$ cat config.mk
export PLATFORM = sky130hd
export DESIGN_NAME = mfne_ctrl
export DESIGN_NICKNAME = d
export VERILOG_FILES = /design/src/mfne_pkg.sv /design/src/mfne_ctrl.sv
export SDC_FILE = /design/constraint.sdc
export NUM_CORES = 1
export LEC_CHECK = 0
export ABC_AREA = 1
export BUFFER_PORTS_ARGS = -buffer_cell sky130_fd_sc_hd__buf_2
export CORE_AREA = 5 5 42 44
export CTS_CLUSTER_DIAMETER = 150
export CTS_CLUSTER_SIZE = 10
export DETAILED_ROUTE_END_ITERATION = 8
export DIE_AREA = 0 0 47 49
export PLACE_DENSITY = 0.71
export SLEW_MARGIN = 25
export SYNTH_ARGS = -nofsm -noshare
export SYNTH_HDL_FRONTEND = slang
export SYNTH_SLANG_ARGS = --single-unit
$ cat constraint.sdc
create_clock -name clk -period 1.3 [get_ports clk]
set_input_delay 0.13 -clock clk [delete_from_list [all_inputs] [get_ports clk]]
set_output_delay 0.13 -clock clk [all_outputs]
set_load 0.01 [all_outputs]
$ cat src/mfne_pkg.sv
// ---------------------------------------------------------------------------
// mfne_pkg
// Shared types, constants and helper functions of the MIDI note extractor.
// ---------------------------------------------------------------------------
`timescale 1ns / 1ps

package mfne_pkg;

  localparam int MAX_NOTES_DEF      = 512;
  localparam int MAX_FILE_BYTES_DEF = 65536;

  localparam logic [23:0] DEFAULT_TEMPO_RST = 24'd500000;
  localparam logic [15:0] FALLBACK_TPQ_RST  = 16'd480;
  localparam logic [9:0]  MS_DIVISOR        = 10'd1000;

  localparam int          ADDR_W            = 3;
  localparam logic        REG_DEFAULT_TEMPO = 1'b0;
  localparam logic        REG_FALLBACK_TPQ  = 1'b1;

  localparam logic        KIND_NOTE = 1'b0;
  localparam logic        KIND_END  = 1'b1;

  localparam logic [1:0]  ST_OK        = 2'd0;
  localparam logic [1:0]  ST_SHORT     = 2'd1;
  localparam logic [1:0]  ST_BAD_MAGIC = 2'd2;
  localparam logic [1:0]  ST_BAD_TRACK = 2'd3;

  localparam logic [7:0]  EV_META     = 8'hFF;
  localparam logic [7:0]  EV_SYSEX    = 8'hF0;
  localparam logic [7:0]  EV_SYSEX_C  = 8'hF7;
  localparam logic [7:0]  META_TEMPO  = 8'h51;
  localparam logic [3:0]  HI_NOTE_ON  = 4'h9;
  localparam logic [3:0]  HI_NOTE_OFF = 4'h8;
  localparam logic [3:0]  HI_POLY_AT  = 4'hA;
  localparam logic [3:0]  HI_CTRL     = 4'hB;
  localparam logic [3:0]  HI_BEND     = 4'hE;

  localparam int PROD_W = 56;
  localparam int DIV_W  = 26;

  typedef struct packed {
    logic [7:0] data_byte;
    logic       last_byte;
  } in_word_t;

  typedef struct packed {
    logic        result_kind;
    logic [6:0]  note;
    logic [31:0] duration_ms;
    logic [9:0]  note_count;
    logic [1:0]  status;
  } out_word_t;

  typedef struct packed {
    logic step;
    logic mul0;
    logic mul1;
    logic div;
    logic load_note;
    logic load_end;
  } dp_cmd_t;

  typedef struct packed {
    logic emit;
    logic div_done;
    logic out_free;
  } dp_stat_t;

  function automatic logic [7:0] file_magic(input logic [1:0] idx);
    logic [7:0] r;
    unique case (idx)
      2'd0: r = 8'h4D;
      2'd1: r = 8'h54;
      2'd2: r = 8'h68;
      default: r = 8'h64;
    endcase
    return r;
  endfunction

  function automatic logic [7:0] track_magic(input logic [1:0] idx);
    logic [7:0] r;
    unique case (idx)
      2'd0: r = 8'h4D;
      2'd1: r = 8'h54;
      2'd2: r = 8'h72;
      default: r = 8'h6B;
    endcase
    return r;
  endfunction

endpackage

$ cat src/mfne_ctrl.sv
// ---------------------------------------------------------------------------
// mfne_ctrl
// Sequencer: takes bytes, runs the duration multiply-divide, issues results.
// ---------------------------------------------------------------------------
`timescale 1ns / 1ps

module mfne_ctrl
  import mfne_pkg::*;
(
  input  logic     clk,
  input  logic     rst,
  input  logic     in_valid,
  input  logic     in_last,
  output logic     in_ready,
  input  dp_stat_t stat,
  output dp_cmd_t  cmd
);

  typedef enum logic [5:0] {
    S_IDLE = 6'b000001,
    S_MUL0 = 6'b000010,
    S_MUL1 = 6'b000100,
    S_DIV  = 6'b001000,
    S_NOTE = 6'b010000,
    S_END  = 6'b100000
  } ctrl_state_t;

  ctrl_state_t state, state_next;
  logic        end_pend, end_pend_next;

  always_comb begin
    state_next    = state;
    end_pend_next = end_pend;
    cmd           = '0;
    in_ready      = 1'b0;
    unique case (state)
      S_IDLE: begin
        in_ready = 1'b1;
        if (in_valid) begin
          cmd.step      = 1'b1;
          end_pend_next = in_last;
          if (stat.emit) state_next = S_MUL0;
          else if (in_last) state_next = S_END;
        end
      end
      S_MUL0: begin
        cmd.mul0   = 1'b1;
        state_next = S_MUL1;
      end
      S_MUL1: begin
        cmd.mul1   = 1'b1;
        state_next = S_DIV;
      end
      S_DIV: begin
        cmd.div = 1'b1;
        if (stat.div_done) state_next = S_NOTE;
      end
      S_NOTE: begin
        if (stat.out_free) begin
          cmd.load_note = 1'b1;
          state_next    = end_pend ? S_END : S_IDLE;
        end
      end
      S_END: begin
        if (stat.out_free) begin
          cmd.load_end = 1'b1;
          state_next   = S_IDLE;
        end
      end
      default: state_next = S_IDLE;
    endcase
  end

  always_ff @(posedge clk) begin
    if (rst) begin
      state    <= S_IDLE;
      end_pend <= 1'b0;
    end else begin
      state    <= state_next;
      end_pend <= end_pend_next;
    end
  end

endmodule

==> tab_implementation.tex, run 1 <==
\begin{tabular}{lr}
\hline
Metric & Value \\
\hline
\multicolumn{2}{l}{\textbf{Status}} \\
Run status & finished with violations \\
Violated checks & negative setup slack \\
\multicolumn{2}{l}{\textbf{Logic synthesis}} \\
Synthesis Warnings & 0 \\
Syn avg cell area & 6.817 sq um \\
Sequential share of the synthesized area & roughly a quarter \\
Cells after Synth & a little under 80 \\
Net Count, Synth & 85 \\
Count of cell types in the netlist & 19 \\
Post-synth design cell area & 531.8 sq um \\
Dominant cells by area after synthesis & sky130\_fd\_sc\_hd\_\_dfxtp\_1, sky130\_fd\_sc\_hd\_\_inv\_1, sky130\_fd\_sc\_hd\_\_nor2\_4 \\
Post-synthesis cell type with the largest combined area & sky130\_fd\_sc\_hd\_\_dfxtp\_1 \\
Flip-flop and latch count after synthesis & 7 \\
Area fraction of the dominant cell type after synthesis & between 20\% and 30\% \\
\multicolumn{2}{l}{\textbf{Power}} \\
Reported leakage power & around 0.00042 uW \\
Switching power share of the total & 45.01\% \\
Power per cell area & between 1500 and 2000 nW/um\^{}2 \\
Share of total power in the clock network & between 10\% and 20\% \\
Logic pwr share & a little under two thirds \\
P\_int & roughly 830 uW \\
IR Drop Worst-Case VDD & just under 0.9 mV \\
Sequential Power Share & a little under a quarter \\
NetSw & a little under 700 uW \\
\multicolumn{2}{l}{\textbf{Floorplanning}} \\
Count of standard-cell rows & 14 \\
Standard cell core area & about 1400 sq um \\
Die W & roughly 47 microns \\
Initial core utilization & 37.95\% \\
Floorplan die height & about 50 microns \\
Area of the die & roughly 2300 sq um \\
Boundary pin count & 14 \\
\multicolumn{2}{l}{\textbf{Cells and area}} \\
Final core utilization & a little under three fifths \\
Nets@finish & around 110 \\
Antenna cell count & 0 \\
Signed area change from the synthesized netlist to the final layout & 51.29\% \\
Ratio of cells with drive above 1 in the final layout & about 58\% \\
\multicolumn{2}{l}{\textbf{STA}} \\
Final setup violation count & 3 \\
Smallest setup slack after layout & -0.01431 ns \\
Share of the cycle needed by the critical path after routing & 101.1\% \\
Unrepaired setup endpoints after global routing & true \\
Number of hold violations in the final report & 0 \\
Maximum frequency from static timing analysis & 760.9 MHz \\
Relative slew margins & 82.32\% \\
Slew at the pin with the worst max-slew slack & 0.2625 ns \\
Minimum clock period & approximately 1.3 ns \\
Min Hold Slack & about 0.12 ns \\
Number of pins exceeding their max-slew limit in the final report & 0 \\
Final worst clock skew & 0.001585 ns \\
\multicolumn{2}{l}{\textbf{Setup path}} \\
Largest stage delay on the critical path & around 0.35 ns \\
Critical register-to-register path startpoint & state[2] \\
Cell count of the worst reg-to-reg path & 8 \\
Critical path endpoint category & primary output \\
Data arrival time of the critical path & around 1.2 ns \\
Critical path startpoint category & flop \\
Peak fanout along the critical path & 5 \\
Largest delay contributor family on the critical path & simple AND/OR/NAND/NOR gates \\
Register-to-register setup slack & about 0.030 ns \\
Slowest-stage cell, CP & sky130\_fd\_sc\_hd\_\_dfxtp\_4 \\
Classification of the worst setup path & reg2out \\
Worst r2r dst & state[4] \\
CP cell instances & nor2\_4 -> nand2\_2 -> nor3\_2 -> buf\_2 \\
Crit path buf inv count & 1 \\
CP Data Required Time & about 1.2 ns \\
\multicolumn{2}{l}{\textbf{Detailed routing}} \\
Average vias per placed instance & between 4 and 5 \\
TritonRoute pass-1 iters & 2 \\
ANT nets after route & 0 \\
Routed wire length per instance & roughly 11 microns \\
Vias after detailed routing & about 570 \\
DRC violations left & 0 \\
Count of routing violations after the opening detailed-route iteration & 7 \\
Total Routed Length & 1328 microns \\
\multicolumn{2}{l}{\textbf{GRT}} \\
Number of global-route vias before repair & around 500 \\
GRT Total Usage & between 10\% and 20\% \\
Maximum number of pins on one net before global-route repair & 7 \\
Global-route wire length before repair & about 2100 microns \\
Antenna violations before repair & 0 \\
GRT Residual Overflow & 0 \\
\multicolumn{2}{l}{\textbf{Flow run}} \\
Count of max-cap constraint violations & 0 \\
\multicolumn{2}{l}{\textbf{Clocking}} \\
Reg clk slew, reported paths & about 0.05 ns \\
Insertion delay to the later sink of the worst-skew pair & $\sim$0.25 ns \\
Inserted Clock Buffers & 3 \\
Clock tree from TritonCTS & done \\
Clock sink count & 7 \\
Root buffer selected by CTS & sky130\_fd\_sc\_hd\_\_clkbuf\_4 \\
Clock tree buffer depth & 2 \\
H-tree Lvls & 1 \\
\multicolumn{2}{l}{\textbf{Hold path}} \\
Classification of the worst-slack hold path & in2reg \\
Hold worst-path end & state[5] \\
Beginning of the worst hold path & rst \\
Hold Path Cell Cnt & 2 \\
\multicolumn{2}{l}{\textbf{Placement}} \\
Routability cong. & 0.7644 \\
Sum of net half-perimeters after detailed placement & about 930 microns \\
Port Buf Inserts & 13 \\
\hline
\end{tabular}
[registers in the layout, indices dropped and copies added (netlist names)]
signal	flops
end_pend	1
state	6
[what timing repair did]
action / in CTS / in global routing
pin swaps: 5 / 8
setup endpoints to repair: 7 / 10
hold buffers: 0 / 0
gates resized for setup: 9 / 15
buffers inserted: 5 / 5
[power by group through the flow]
stage / sequential, uW / combinational (uW) / clock (uW)
floorplan: 321 / 541 / 0
global placement: 331 / 659 / 0
detailed placement: 331 / 670 / 0
CTS: 349 / 791 / 203
global route: 364 / 1060 / 217
finish: 356 / 957 / 197
[worst max-delay path by stage]
stage                           to  slack (ns)  startpoint  cells past startpoint
after floorplan           state[4]        0.17    state[5]                      8
after global placement    state[4]        0.05    state[0]                      8
after detailed placement  state[4]        0.04    state[0]                      8
after CTS                   cmd[5]      -0.008    state[4]                      4
after global routing      state[4]       -0.08    state[2]                      8
final                       cmd[0]       -0.01    state[2]                      4
[cells in the final DEF (no fill, tap or decap), drive strengths merged]
| cell type | instances |
|---|---|
| buf | 23 |
| nor2 | 20 |
| inv | 17 |
| nand2 | 13 |
| nand3 | 9 |
| dfxtp | 7 |
| clkbuf | 4 |
| o21ai | 3 |
| a21oi | 3 |
| nor3 | 3 |
| nand4 | 2 |
| o21bai | 1 |
[kinds of logic (layout without fill, tap and decap cells)]
| logic type | Yosys count | count (layout) | share of synthesized area (%) |
|---|---|---|---|
| simple gates | 47 | 47 | 53.41 |
| buf+inv | 17 | 44 | 12.47 |
| flops | 7 | 7 | 26.35 |
| compound gates | 7 | 7 | 7.765 |
[cell usage after synthesis]
cell type and count:
sky130_fd_sc_hd__inv_1 13, sky130_fd_sc_hd__o21ai_0 2, sky130_fd_sc_hd__inv_2 3, sky130_fd_sc_hd__nor2_1 10, sky130_fd_sc_hd__dfxtp_1 7, sky130_fd_sc_hd__nand2_1 8
sky130_fd_sc_hd__o21ai_1 1, sky130_fd_sc_hd__nand2_2 5, sky130_fd_sc_hd__nand3_2 1, sky130_fd_sc_hd__nand4_1 2, sky130_fd_sc_hd__nand3_4 2, sky130_fd_sc_hd__a21oi_1 2
sky130_fd_sc_hd__o21bai_1 1, sky130_fd_sc_hd__nor2_4 4, sky130_fd_sc_hd__nor3_1 3, sky130_fd_sc_hd__nor2_2 6, sky130_fd_sc_hd__nand3_1 6, sky130_fd_sc_hd__inv_4 1
sky130_fd_sc_hd__a21oi_2 1
[metrics by stage]
step / cell area (sq um) / power (uW) / setup slack [ns] / TNS [ns] / std cells
CTS: 706.9 / 1344 / -0.008030 / -0.008030 / 116
floorplan: 531.8 / 861.3 / 0.1702 / 0 / 78
detailed placement: 616.8 / 1001 / 0.03832 / 0 / 107
finish: 804.5 / 1510 / -0.01431 / -0.02437 / 121
global placement: 616.8 / 989.7 / 0.05037 / 0 / 107
global route: 804.5 / 1646 / -0.07908 / -0.4421 / 121
[worst register-to-register path, cell delays in order, from the launching register on]
cell	delay, ns
sky130_fd_sc_hd__dfxtp_4	0.35
sky130_fd_sc_hd__nor2_4	0.20
sky130_fd_sc_hd__nand2_2	0.12
sky130_fd_sc_hd__buf_6	0.14
sky130_fd_sc_hd__a21oi_4	0.11
sky130_fd_sc_hd__nand2_2	0.09
sky130_fd_sc_hd__nand3_2	0.08
sky130_fd_sc_hd__nand2_1	0.04
sky130_fd_sc_hd__nor2_1	0.07
[metal layers]
metal	vias up	global-route usage, %	part of all wire (%)
met1	253	15.57	44
met2	16	18.10	48
li1	298	-	-
met4	0	9.677	2.5
met5	-	0	0
met3	4	2.214	5.9
[final cells by class]
type / count / area, sq um
tap: 16 / 20.02
inverter: 17 / 66.31
sequential: 7 / 155.1
fill: 139 / 596.8
timing repair buffer: 23 / 162.7
clock buffer: 4 / 26.28
multi-input combinational: 54 / 374.1
Note: power is estimated with default switching activity, not from simulation.
==> inputs of run 2 (changes only) <==
==> constraint.sdc (replaced) <==
create_clock -name clk -period 1.5 [get_ports clk]
set_input_delay 0.15 -clock clk [delete_from_list [all_inputs] [get_ports clk]]
set_output_delay 0.15 -clock clk [all_outputs]
set_load 0.01 [all_outputs]
==> run 2 against run 1 <==
The flow now finishes without violations. Setup slack better by 0.13 ns. Combinational power down 40%. Die area did not move. Clock-buffer cell count unchanged. Hold slack improved by 0.029 ns. Clock skew increased by 0.00064 ns. Largest cell class unchanged. Highest routed layer unchanged.
==> tab_implementation.tex, run 2 (synthesized netlist as in run 1, its figures left out) <==
\begin{tabular}{lr}
\hline
Metric & Value \\
\hline
\multicolumn{2}{l}{\textbf{Hold path}} \\
Hold Path Cell Cnt & 3 (+1) \\
Classification of the worst-slack hold path & in2reg \\
Beginning of the worst hold path & stat[2] \\
Hold worst-path end & state[1] \\
\multicolumn{2}{l}{\textbf{STA}} \\
Min Hold Slack & 0.1495 ns (+0.02945 ns) \\
Slew at the pin with the worst max-slew slack & 0.2606 ns (-0.001861 ns) \\
Accumulated negative setup slack & 0 ns (+0.02437 ns) \\
Smallest setup slack after layout & 0.1154 ns (+0.1297 ns) \\
Relative slew margins & 82.44\% (+0.13 points) \\
Share of the cycle needed by the critical path after routing & between 90\% and 100\% \\
Minimum clock period & approximately 1.4 ns \\
Number of pins exceeding their max-slew limit in the final report & 0 (unchanged) \\
Unrepaired setup endpoints after global routing & false \\
Final worst clock skew & 0.002222 ns (+0.0006371 ns) \\
Final setup violation count & 0 (-3) \\
Number of hold violations in the final report & 0 (unchanged) \\
Maximum frequency from static timing analysis & roughly 720 MHz \\
\multicolumn{2}{l}{\textbf{Power}} \\
Reported leakage power & 0.0003590 uW (-15\%) \\
Power per cell area & 1603 nW/um\^{}2 (-15\%) \\
IR Drop Worst-Case VDD & 0.7122 mV (-20\%) \\
\multicolumn{2}{l}{\textbf{Cells and area}} \\
Max reg flops & 6 (unchanged) \\
Nets@finish & 103 (-8.8\%) \\
Antenna cell count & 0 (unchanged) \\
Ratio of cells with drive above 1 in the final layout & 42.11\% (-16 points) \\
Highest-count cells in the layout ignoring fill and taps & sky130\_fd\_sc\_hd\_\_inv\_1, sky130\_fd\_sc\_hd\_\_buf\_2, sky130\_fd\_sc\_hd\_\_nor2\_1 \\
Largest registers ranked by flip-flop count & state (6), end\_pend (1) \\
Register ranked first by flip-flop count & state \\
Signed area change from the synthesized netlist to the final layout & 21.18\% \\
Final core utilization & 45.98\% (-11 points) \\
\multicolumn{2}{l}{\textbf{Detailed routing}} \\
TritonRoute pass-1 iters & 4 (+2) \\
ANT nets after route & 0 (unchanged) \\
Average vias per placed instance & 4.577 (-3.0\%) \\
Count of routing violations after the opening detailed-route iteration & 5 (-2) \\
Vias after detailed routing & 508 (-11\%) \\
Routed wire length per instance & 9.937 microns (-9.5\%) \\
DRC violations left & 0 (unchanged) \\
Total Routed Length & 1103 microns (-17\%) \\
\multicolumn{2}{l}{\textbf{Setup path}} \\
Cell count of the worst reg-to-reg path & 8 (unchanged) \\
CP Data Required Time & 1.35 ns (+0.18 ns) \\
Data arrival time of the critical path & 1.23 ns (+0.05 ns) \\
Register-to-register setup slack & 0.23 ns (+0.20 ns) \\
Critical register-to-register path startpoint & state[0] \\
Worst r2r dst & state[4] \\
Critical path endpoint category & primary output \\
Peak fanout along the critical path & 4 (-1) \\
Critical path startpoint category & flop \\
Classification of the worst setup path & reg2out \\
\multicolumn{2}{l}{\textbf{Placement}} \\
Sum of net half-perimeters after detailed placement & 928.1 microns (unchanged) \\
Post-Place Worst Slack & 0.2383 ns (+0.2000 ns) \\
Port Buf Inserts & 13 (unchanged) \\
Routability cong. & 0.7644 (unchanged) \\
\multicolumn{2}{l}{\textbf{Clocking}} \\
Inserted Clock Buffers & 3 (unchanged) \\
Clock tree from TritonCTS & done \\
Root buffer selected by CTS & sky130\_fd\_sc\_hd\_\_clkbuf\_4 \\
Clock tree buffer depth & 2 (unchanged) \\
Post-CTS setup repair buffer count & 0 (-5) \\
Hold-fix buffers at CTS & 0 (unchanged) \\
Reg clk slew, reported paths & 0.05 ns (about the same) \\
H-tree Lvls & 1 (unchanged) \\
Clock sink count & 7 (unchanged) \\
Insertion delay to the later sink of the worst-skew pair & 0.25 ns (about the same) \\
\multicolumn{2}{l}{\textbf{Status}} \\
Run status & completed \\
\multicolumn{2}{l}{\textbf{GRT}} \\
Antenna violations before repair & 0 (unchanged) \\
Global-route wire length before repair & 1883 microns (-8.7\%) \\
Number of global-route vias before repair & 456 (-7.7\%) \\
GRT Total Usage & 11.54\% (-0.99 points) \\
GRT Residual Overflow & 0 (unchanged) \\
Maximum number of pins on one net before global-route repair & 7 (unchanged) \\
\multicolumn{2}{l}{\textbf{Floorplanning}} \\
Initial core utilization & 37.95\% (unchanged) \\
Standard cell core area & 1401 sq um (unchanged) \\
Die W & 47 microns (unchanged) \\
Boundary pin count & 14 (unchanged) \\
Floorplan die height & 49 microns (unchanged) \\
Area of the die & 2303 sq um (unchanged) \\
Count of standard-cell rows & 14 (unchanged) \\
\multicolumn{2}{l}{\textbf{Flow run}} \\
Count of max-cap constraint violations & 0 (unchanged) \\
\hline
\end{tabular}
run 2: cell count changes in the layout (fill, tap and decap cells not counted), moves of 2 or more:
| cell | delta |
|---|---|
| sky130_fd_sc_hd__buf_4 | -9 |
| sky130_fd_sc_hd__dfxtp_1 | +5 |
| sky130_fd_sc_hd__buf_6 | -4 |
| sky130_fd_sc_hd__nor2_4 | -4 |
| sky130_fd_sc_hd__buf_2 | +3 |
| sky130_fd_sc_hd__dfxtp_4 | -3 |
| sky130_fd_sc_hd__nor2_2 | +3 |
| sky130_fd_sc_hd__dfxtp_2 | -2 |
| sky130_fd_sc_hd__nand3_1 | +2 |
| sky130_fd_sc_hd__nand3_2 | -2 |
run 2: where the power goes:
part / switching (uW) / total [uW] / internal, uW
clock network: 68.1 / 169 / 101
logic: 369 / 576 / 208
registers: 52.1 / 287 / 235
run 2: how the worst max path moves through the flow:
stage          cells after the start  startpoint       end
4_1_cts                            5    state[4]    cmd[1]
5_1_grt                            4    state[0]    cmd[3]
3_3_place_gp                       8    state[0]  state[4]
2_1_floorplan                      8    state[5]  state[4]
6_report                           4    state[0]    cmd[3]
3_5_place_dp                       8    state[0]  state[4]
run 2: worst max-delay path, cell delays in order (launching register included):
cell,delay [ns]
sky130_fd_sc_hd__dfxtp_1,0.32
sky130_fd_sc_hd__nor2_2,0.24
sky130_fd_sc_hd__nand4_1,0.21
sky130_fd_sc_hd__inv_1,0.09
sky130_fd_sc_hd__buf_2,0.12
run 2: per-stage QoR:
step | power (uW) | instances | area, sq um
finish | 1033 | 111 | 644.4
floorplan | 746.5 | 78 | 531.8
global placement | 857.8 | 107 | 616.8
detailed placement | 867.6 | 107 | 616.8
global route | 1137 | 111 | 644.4
CTS | 1043 | 111 | 643.1
run 2: layout make-up:
| type | instances | area, sq um |
|---|---|---|
| fill | 155 | 757.0 |
| multi-input combinational | 54 | 325.3 |
| sequential | 7 | 141.4 |
| inverter | 17 | 66.31 |
| timing repair buffer | 13 | 65.06 |
| clock buffer | 4 | 26.28 |
| tap | 16 | 20.02 |
run 2: what timing repair did:
action | CTS | global route
setup endpoints to repair | 0 | 1
hold endpoints to repair | 0 | 0
resized for setup | 0 | 1
run 2: routing by layer:
metal	up-vias	share of wire, %	global-route usage (%)
met2	14	43	15.16
met3	4	6.0	2.214
met4	0	3.0	9.677
met1	213	48	15.35
met5	-	0	0
li1	277	-	-
==> inputs of run 3 (changes only) <==
==> constraint.sdc (replaced) <==
create_clock -name clk -period 1.7 [get_ports clk]
set_input_delay 0.085 -clock clk [delete_from_list [all_inputs] [get_ports clk]]
set_output_delay 0.085 -clock clk [all_outputs]
set_load 0.01 [all_outputs]
==> run 3 against run 2 <==
Flip-flop and latch count stayed put. Routed wire length unchanged. Hold slack got worse by 0.065 ns. Clock power fell by 11%. Largest power group unchanged. Global-route usage is the same. Clock-buffer cell count is the same. Highest routed layer unchanged. Total power is 12% lower.
==> tab_implementation.tex, run 3 (synthesized netlist as in run 1, its figures left out) <==
\begin{tabular}{lr}
\hline
Metric & Value \\
\hline
\multicolumn{2}{l}{\textbf{Status}} \\
Run status & completed \\
\multicolumn{2}{l}{\textbf{Clocking}} \\
Inserted Clock Buffers & 3 (unchanged) \\
Clock tree buffer depth & 2 (unchanged) \\
Clock tree from TritonCTS & done \\
Insertion delay to the later sink of the worst-skew pair & 0.25 ns (about the same) \\
Reg clk slew, reported paths & 0.05 ns (about the same) \\
Number of gates resized after cts & 0 (unchanged) \\
H-tree Lvls & 1 (unchanged) \\
Clock sink count & 7 (unchanged) \\
Root buffer selected by CTS & sky130\_fd\_sc\_hd\_\_clkbuf\_4 \\
Hold-fix buffers at CTS & 0 (unchanged) \\
Post-CTS setup repair buffer count & 0 (unchanged) \\
\multicolumn{2}{l}{\textbf{Floorplanning}} \\
Boundary pin count & 14 (unchanged) \\
Die W & 47 microns (unchanged) \\
Floorplan die height & 49 microns (unchanged) \\
Count of standard-cell rows & 14 (unchanged) \\
Area of the die & 2303 sq um (unchanged) \\
Standard cell core area & 1401 sq um (unchanged) \\
Initial core utilization & 37.95\% (unchanged) \\
\multicolumn{2}{l}{\textbf{Detailed routing}} \\
TritonRoute pass-1 iters & 4 (unchanged) \\
Routed wire length per instance & 9.937 microns (unchanged) \\
Count of routing violations after the opening detailed-route iteration & 5 (unchanged) \\
DRC violations left & 0 (unchanged) \\
Average vias per placed instance & 4.577 (unchanged) \\
ANT nets after route & 0 (unchanged) \\
Total Routed Length & 1103 microns (unchanged) \\
Vias after detailed routing & 508 (unchanged) \\
\multicolumn{2}{l}{\textbf{Setup path}} \\
Origin of the worst setup path & state[4] \\
Critical register-to-register path startpoint & state[0] \\
Critical path endpoint category & primary output \\
Classification of the worst setup path & reg2out \\
Data arrival time of the critical path & 1.28 ns (+0.05 ns) \\
Peak fanout along the critical path & 4 (unchanged) \\
Critical path startpoint category & flop \\
CP Data Required Time & 1.62 ns (+0.27 ns) \\
Register-to-register setup slack & 0.43 ns (+0.20 ns) \\
\multicolumn{2}{l}{\textbf{Cells and area}} \\
Ratio of cells with drive above 1 in the final layout & 41.05\% (-1.1 points) \\
Nets@finish & 103 (unchanged) \\
Antenna cell count & 0 (unchanged) \\
Max reg flops & 6 (unchanged) \\
Highest-count cells in the layout ignoring fill and taps & sky130\_fd\_sc\_hd\_\_inv\_1, sky130\_fd\_sc\_hd\_\_buf\_2, sky130\_fd\_sc\_hd\_\_nor2\_1 \\
Fill cell instance count of the final layout & 155 (unchanged) \\
Largest registers ranked by flip-flop count & state (6), end\_pend (1) \\
Register ranked first by flip-flop count & state \\
Signed area change from the synthesized netlist to the final layout & 20.94\% \\
Cell Count, Final, Fillers Out & 111 (unchanged) \\
Final core utilization & 45.89\% (-0.089 points) \\
\multicolumn{2}{l}{\textbf{STA}} \\
Final worst clock skew & 0.002222 ns (unchanged) \\
Relative slew margins & 82.44\% (unchanged) \\
Final setup violation count & 0 (unchanged) \\
Number of hold violations in the final report & 0 (unchanged) \\
Number of pins exceeding their max-slew limit in the final report & 0 (unchanged) \\
Maximum frequency from static timing analysis & between 700 and 800 MHz \\
Minimum clock period & roughly 1.4 ns \\
Smallest setup slack after layout & 0.3369 ns (+0.2215 ns) \\
Unrepaired setup endpoints after global routing & false \\
Accumulated negative setup slack & 0 ns (unchanged) \\
Min Hold Slack & 0.08452 ns (-0.06500 ns) \\
Slew at the pin with the worst max-slew slack & 0.2606 ns (unchanged) \\
Share of the cycle needed by the critical path after routing & approximately four fifths \\
\multicolumn{2}{l}{\textbf{GRT}} \\
Global-route wire length before repair & 1883 microns (unchanged) \\
GRT Total Usage & 11.54\% (unchanged) \\
Number of global-route vias before repair & 456 (unchanged) \\
Antenna violations before repair & 0 (unchanged) \\
GRT Residual Overflow & 0 (unchanged) \\
Maximum number of pins on one net before global-route repair & 7 (unchanged) \\
\multicolumn{2}{l}{\textbf{Power}} \\
Power per cell area & 1413 nW/um\^{}2 (-12\%) \\
IR Drop Worst-Case VDD & 0.6284 mV (-12\%) \\
Reported leakage power & 0.0003587 uW (-0.11\%) \\
\multicolumn{2}{l}{\textbf{Flow run}} \\
Count of max-cap constraint violations & 0 (unchanged) \\
\multicolumn{2}{l}{\textbf{Hold path}} \\
Classification of the worst-slack hold path & in2reg \\
Beginning of the worst hold path & stat[2] \\
\multicolumn{2}{l}{\textbf{Placement}} \\
Port Buf Inserts & 13 (unchanged) \\
Number of instances in the placed design & 107 (unchanged) \\
Routability cong. & 0.7644 (unchanged) \\
Sum of net half-perimeters after detailed placement & 928.1 microns (unchanged) \\
Post-Place Worst Slack & 0.4383 ns (+0.2000 ns) \\
\hline
\end{tabular}
## run 3: final timing paths
kind / to / depth (start not counted)
max: cmd[1] / 5
min: state[1] / 3
max reg2reg: state[4] / 8
min reg2reg: state[4] / 2
## run 3: per-layer routing
layer	track usage, %	share of wire [%]
met5	0	0
met4	9.677	3.0
met3	2.214	6.0
met2	15.16	43
met1	15.35	48
## run 3: metrics by stage
step	power, uW	instance area (sq um)
floorplan	658.7	531.8
global placement	756.8	616.8
detailed placement	765.5	616.8
CTS	920.3	643.1
global route	1001	643.1
finish	908.9	643.1
## run 3: critical path, cell delays in order, from the launching register on
cell and delay [ns]:
sky130_fd_sc_hd__dfxtp_1 0.41, sky130_fd_sc_hd__inv_2 0.07, sky130_fd_sc_hd__nor2_2 0.16, sky130_fd_sc_hd__nand3_1 0.15
sky130_fd_sc_hd__nor2_1 0.10, sky130_fd_sc_hd__buf_2 0.13
## run 3: cell type report
type                       count  area [sq um]  area share [%]
timing repair buffer          13         65.06           10.12
multi-input combinational     54         325.3           50.58
sequential                     7         140.1           21.79
tap                           16         20.02           3.113
clock buffer                   4         26.28           4.086
inverter                      17         66.31           10.31
## run 3: report_power, final
part	switching, uW	internal [uW]	total (uW)	leakage (uW)
registers	46.0	205	251	0.0000573
logic	325	183	508	0.000286
clock network	60.1	89.5	150	0.0000150
total	431	478	909	0.000359
